### config.mk
export PLATFORM = sky130hd
export DESIGN_NAME = triangle_strip_assembler_unit
export DESIGN_NICKNAME = d
export VERILOG_FILES = /design/src/hdl/tsa_pkg.sv /design/src/hdl/triangle_strip_assembler_unit.sv
export SDC_FILE = /design/constraint.sdc
export NUM_CORES = 1
export LEC_CHECK = 0
export ABC_AREA = 1
export BUFFER_PORTS_ARGS = -buffer_cell sky130_fd_sc_hd__clkbuf_2
export CORE_MARGIN = 2
export CORE_UTILIZATION = 55
export CTS_CLUSTER_DIAMETER = 150
export DETAILED_ROUTE_END_ITERATION = 6
export HOLD_SLACK_MARGIN = 0.02
export PLACE_DENSITY = 0.79
export SYNTH_ARGS = -nofsm -noshare
export SYNTH_HDL_FRONTEND = slang
export SYNTH_SLANG_ARGS = --single-unit
### constraint.sdc
create_clock -name clk -period 4.3 [get_ports clk]
set_clock_uncertainty 0.1 [all_clocks]
set_input_delay 0.645 -clock clk [delete_from_list [all_inputs] [get_ports clk]]
set_output_delay 0.645 -clock clk [all_outputs]
set_load 0.05 [all_outputs]
### src/hdl/tsa_pkg.sv
package tsa_pkg;

  // Vertex index layout on the input side
  localparam int RAW_W       = 16;
  localparam int CORNER_W    = 15;
  localparam int RESTART_BIT = 15;

  // Result item: three corners packed, padded to whole bytes
  localparam int TRI_W       = 3 * CORNER_W;
  localparam int OUT_TDATA_W = ((TRI_W + 7) / 8) * 8;

  typedef logic [CORNER_W-1:0] corner_t;

  // Assembly mode register codes
  typedef enum logic {
    MODE_LIST  = 1'b0,
    MODE_STRIP = 1'b1
  } asm_mode_t;

  // Fill level of the current group
  typedef enum logic [1:0] {
    CNT_EMPTY = 2'd0,
    CNT_ONE   = 2'd1,
    CNT_TWO   = 2'd2
  } collect_t;

endpackage

### src/hdl/triangle_strip_assembler_unit.sv
// Channel | Direction | Handshake              | Payload
// in_     | input     | in_tvalid / in_tready  | tdata[15:0] vertex_index, tlast strip_last
// out_    | output    | out_tvalid / out_tready| tdata[44:0] corner_first/second/third
// cfg_    | input     | cfg_valid / cfg_ready  | cfg_data[0] assembly_mode
//
// One index item is taken every cycle while no stalled result holds the input;
// its triangle, if any, appears in the output register on the following cycle.
// Assembly state is updated in the same cycle an item is accepted.
// A stalled result holds in the output register; in_tready follows out_tready
// combinationally, so the input stalls only while a result waits.
// rst_n (synchronous) selects strip mode and opens a fresh strip.
module triangle_strip_assembler_unit (
  input  logic                           clk,
  input  logic                           rst_n,
  // in_tdata: [15:0] vertex_index
  input  logic                           in_tvalid,
  output logic                           in_tready,
  input  logic [tsa_pkg::RAW_W-1:0]      in_tdata,
  input  logic                           in_tlast,
  // out_tdata: [14:0] corner_first, [29:15] corner_second, [44:30] corner_third,
  // upper bits zero
  output logic                           out_tvalid,
  input  logic                           out_tready,
  output logic [tsa_pkg::OUT_TDATA_W-1:0] out_tdata,
  // cfg_data: [0] assembly_mode
  input  logic                           cfg_valid,
  output logic                           cfg_ready,
  input  logic                           cfg_data
);
  import tsa_pkg::*;

  // Registers
  asm_mode_t mode_r;
  corner_t   older_r, older_nxt;
  corner_t   newer_r, newer_nxt;
  collect_t  cnt_r, cnt_nxt;
  logic      flip_r, flip_nxt;
  logic      start_r, start_nxt;
  logic      out_valid_r;
  corner_t   c1_r, c2_r, c3_r;

  // Combinational result
  logic      emit;
  corner_t   c1, c2, c3;
  corner_t   v;
  logic      restart;
  logic      in_acc;
  logic      cfg_acc;

  assign v       = in_tdata[CORNER_W-1:0];
  assign restart = in_tdata[RESTART_BIT];

  assign in_tready = !out_valid_r || out_tready;
  assign in_acc    = in_tvalid && in_tready;
  assign cfg_ready = 1'b1;
  assign cfg_acc   = cfg_valid && cfg_ready;

  // Assembly step for one index item
  always_comb begin
    older_nxt = older_r;
    newer_nxt = newer_r;
    cnt_nxt   = cnt_r;
    flip_nxt  = flip_r;
    start_nxt = start_r;
    emit      = 1'b0;
    c1        = older_r;
    c2        = newer_r;
    c3        = v;
    if (mode_r == MODE_LIST) begin
      unique case (cnt_r)
        CNT_ONE: begin
          newer_nxt = v;
          cnt_nxt   = CNT_TWO;
        end
        CNT_TWO: begin
          emit    = 1'b1;
          cnt_nxt = CNT_EMPTY;
        end
        default: begin
          older_nxt = v;
          cnt_nxt   = CNT_ONE;
        end
      endcase
    end else begin
      unique case (cnt_r)
        CNT_ONE: begin
          newer_nxt = v;
          cnt_nxt   = CNT_TWO;
        end
        CNT_TWO: begin
          // restart group complete
          emit      = 1'b1;
          older_nxt = newer_r;
          newer_nxt = v;
          cnt_nxt   = CNT_EMPTY;
          flip_nxt  = 1'b1;
        end
        default: begin
          if (start_r || restart) begin
            older_nxt = v;
            cnt_nxt   = CNT_ONE;
            start_nxt = 1'b0;
          end else begin
            emit = 1'b1;
            if (flip_r) begin
              c2 = v;
              c3 = newer_r;
            end
            older_nxt = newer_r;
            newer_nxt = v;
            flip_nxt  = !flip_r;
          end
        end
      endcase
    end
    // end of strip or list drops any open group
    if (in_tlast) begin
      cnt_nxt   = CNT_EMPTY;
      flip_nxt  = 1'b0;
      start_nxt = 1'b1;
    end
  end

  // Assembly state and mode
  always_ff @(posedge clk) begin
    if (!rst_n) begin
      mode_r  <= MODE_STRIP;
      older_r <= '0;
      newer_r <= '0;
      cnt_r   <= CNT_EMPTY;
      flip_r  <= 1'b0;
      start_r <= 1'b1;
    end else if (cfg_acc) begin
      mode_r  <= asm_mode_t'(cfg_data);
      older_r <= '0;
      newer_r <= '0;
      cnt_r   <= CNT_EMPTY;
      flip_r  <= 1'b0;
      start_r <= 1'b1;
    end else if (in_acc) begin
      older_r <= older_nxt;
      newer_r <= newer_nxt;
      cnt_r   <= cnt_nxt;
      flip_r  <= flip_nxt;
      start_r <= start_nxt;
    end
  end

  // Output register valid
  always_ff @(posedge clk) begin
    if (!rst_n) begin
      out_valid_r <= 1'b0;
    end else if (in_acc) begin
      out_valid_r <= emit;
    end else if (out_tready) begin
      out_valid_r <= 1'b0;
    end
  end

  // Output register payload
  always_ff @(posedge clk) begin
    if (in_acc && emit) begin
      c1_r <= c1;
      c2_r <= c2;
      c3_r <= c3;
    end
  end

  assign out_tvalid = out_valid_r;
  assign out_tdata  = {{(OUT_TDATA_W-TRI_W){1'b0}}, c3_r, c2_r, c1_r};

endmodule

==> run summary <==
At the worst endpoint, the arrival time is 2470 ps. The most critical setup path has its startpoint at mode_r. For this block, the initial DRC count from the detailed router was 158. After clock tree synthesis, the clock-pin slew on the worst setup and hold paths is 80 ps. The worst stage delay on the critical path was 990 ps; the number of detailed-route iterations in the first pass was 5. Post-layout minimum cycle time: 2591 ps.

Number of antenna violations at the first check in global routing: 0. The later-pin clock latency in the skew report came out at 350 ps. The library cell used most frequently in the layout, excluding fill and tap cells, is nand2_1.

The power density over cell area was 383.1 nW/µm². The routed wire length per instance is 12.17 µm, and the fraction of layout cells with a size suffix above 1 is 27.98%. The tools report the remaining routing DRC violations as 0. Once the clock tree was built, the resizer swapped 0 gates to a different size.

For the number of instances in the synthesized netlist, the log shows 446. The synthesized netlist devotes 23.25% of its cell area to simple gates. The fraction of the mapped netlist area in adder cells is 1.299%. The routed design has 7.387 mm of wire.

The die covers 7692 µm². The tools report the area of the placeable core as 6794 µm². The number of vias after detailed routing is 2907.

After synthesis, flip-flops and latches occupy 53.77% of the total area. The layer flagged by global routing as most heavily used is met2. The top fanout value on the critical path was 45; the final total negative setup slack was 0 ps. Once detailed placement completed, the half-perimeter wirelength came to 4.827 mm. Timing would allow up to 0.3859 GHz. Sum of overflow across all layers after global routing: 0. After synthesis the netlist holds a flip-flop and latch count of 81. The run gives 24.91% as the global-route track usage on met1. Multiplexer cells account for 0% of the synthesized area. The floorplan step set the die height to 87.71 µm. The required arrival time at the worst endpoint is 4180 ps, and the transition at the pin with the smallest max-transition slack is 1006 ps. Final period utilization: 60.27%.

The tools report the max-slew violation count as 0. Setup repair after global routing left no endpoint under its margin. The flow ran to the end, and the final reports show no timing, DRC or antenna violations.

The detail route stage leaves a number of antenna-violating nets equal to 0. The worst register-to-register path begins at mode_r. Routability-driven placement finished with a final weighted congestion of 0.8046. By area, the combinational part of the netlist is dominated by simple AND/OR/NAND/NOR gates. The logs give 0 for the number of buffers inserted to repair setup after CTS and 35.06% for the met2 routing resource usage after global routing. Dividing the synthesized area by the synthesized cell count gives 8.641 µm². The tools report the startpoint class of the critical path as a flop. In this run the tightest slew margin relative to its limit is 32.86%. Summed over all cells, the static leakage comes to 0.002008 µW.

The number of input and output port buffers inserted was 69. 74 I/O pins were placed. The mapped netlist covers 3854 µm². The clock passes through at most 2 buffers.

The run gives 26 as the number of distinct library cell variants in the gate-level netlist after synthesis. For the largest net degree at the start of global routing, the log shows 61. The startpoint of the worst hold path is c1[0]. Setup violations remaining at the end of the flow were counted as 0.

The tools report the initial core utilization as 56.72%. In the layout the commonest cells are nand2_1, inv_1, clkbuf_2, nand3_1, edfxtp_1. Across every metal layer, demand over resource in global routing totals 20.41%. The count of maximum capacitance violations was 0. The critical path goes through nand2_2 > nand2_1 > nand3_1 > inv_2. On the final layout, the worst hold slack is 334.9 ps. For the number of placement rows, the log shows 30. 0 antenna diodes ended up in the layout.

For the H-tree depth, the log shows 3. STA classifies the critical path endpoint as a flop. The die is 87.71 µm wide. The layout net count was 534. Cell at the root of the clock tree: clkbuf_8.

TritonCTS built the clock tree. The signed area change from the synthesized netlist to the final layout was 13.96%. The kind of critical path is reg -> reg. The first-pass GRT wire length was 11.95 mm.

After Yosys synthesis, XOR and XNOR cells account for 0% of the synthesized area. For this run, the number of Yosys warnings is 0. Using the TritonRoute via totals, the vias-per-cell ratio works out to 4.789.

For the number of global-route vias before repair, the log shows 2707. The number of hold buffers added after CTS was 0. The number of buffers created by CTS was 9; the synthesized-area fraction occupied by ao, oa, aoi and oai cells was 8.474%. Slowest stage cell on the critical path: dfxtp_1. The logs give 3.864% for the fraction of met3 tracks used by global routing and 81 for the clock sink count. Maximum resistive drop on vdd: 0.1677 mV. The min-delay analysis places its worst path in the category reg -> reg. The total count of hold-check failures in the final report is 0.
## sequential cells by signal, summed over array words and instances (netlist names)
signal and count:
c1 15, mode_r 1, c1_r 15, newer_r 15, c2_r 15, flip_r 1
start_r 1, out_tvalid 1, cnt_r 2, c3_r 15
## cell usage after synthesis (all sizes together)
cell	instances	area (µm²)
clkinv	6	22.52
dfxtp	36	720.7
a21boi	1	18.77
clkbuf	1	3.750
nand3	51	255.2
edfxtp	45	1351
nand2	108	447.9
conb	2	7.510
inv	85	319.1
buf	21	156.4
o21ai	33	165.2
nand4	1	12.51
a21oi	21	142.6
ha	4	50.05
nor2	31	180.2
## critical path: cells and delay by family (launching register included)
kind,cells,cell delay [ps]
DFF,1,990
buffers and inverters,1,710
and+or+nand+nor,3,380
## metrics by stage
stage | std cells | setup slack [ps] | cell area [µm²] | util (%) | total power, µW
final | 607 | 1709 | 4392 | 64.64 | 1683
after floorplan | 448 | 1630 | 3861 | - | 1057
after global placement | 592 | 1615 | 4174 | 61.44 | 1093
after global routing | 607 | 1540 | 4392 | 64.64 | 1744
after CTS | 607 | 1690 | 4392 | 64.64 | 1693
after detailed placement | 592 | 1500 | 4174 | 61.44 | 1098
## kinds of logic after synthesis
group / count (synthesis)
other: 2
adders and majority gates: 4
DFF: 81
buffers and inverters: 113
and+or+nand+nor: 191
AOI/OAI and AO/OA: 55
## cell type report
cell class                 count  area, µm²
multi-input combinational    254       1287
fill                         570       2402
sequential                    81       2072
inverter                      91      341.6
clock inverter                 5      80.08
clock buffer                  10      137.6
tap                           96      120.1
timing repair buffer          70      352.8
## routing by layer
layer  wire length (µm)  share of wire, %
met5                  0                 0
met4                 51              0.69
met2               3734                51
met1               3208                43
met3                393               5.3
## worst paths after layout
path | end | slack (ps) | cells past startpoint
max | c2_r[12] | 1710 | 4
min | c1_r[0] | 330 | 0
max reg2reg | c2_r[12] | 1710 | 4
min reg2reg | c1_r[0] | 330 | 0
## power by group
part           internal, µW  switching [µW]  leakage, µW
Clock                   338             264     0.000104
Combinational          54.9             162      0.00117
Sequential              847            16.5     0.000732
Total                  1240             442      0.00201
(Power assumes the default switching activity.)
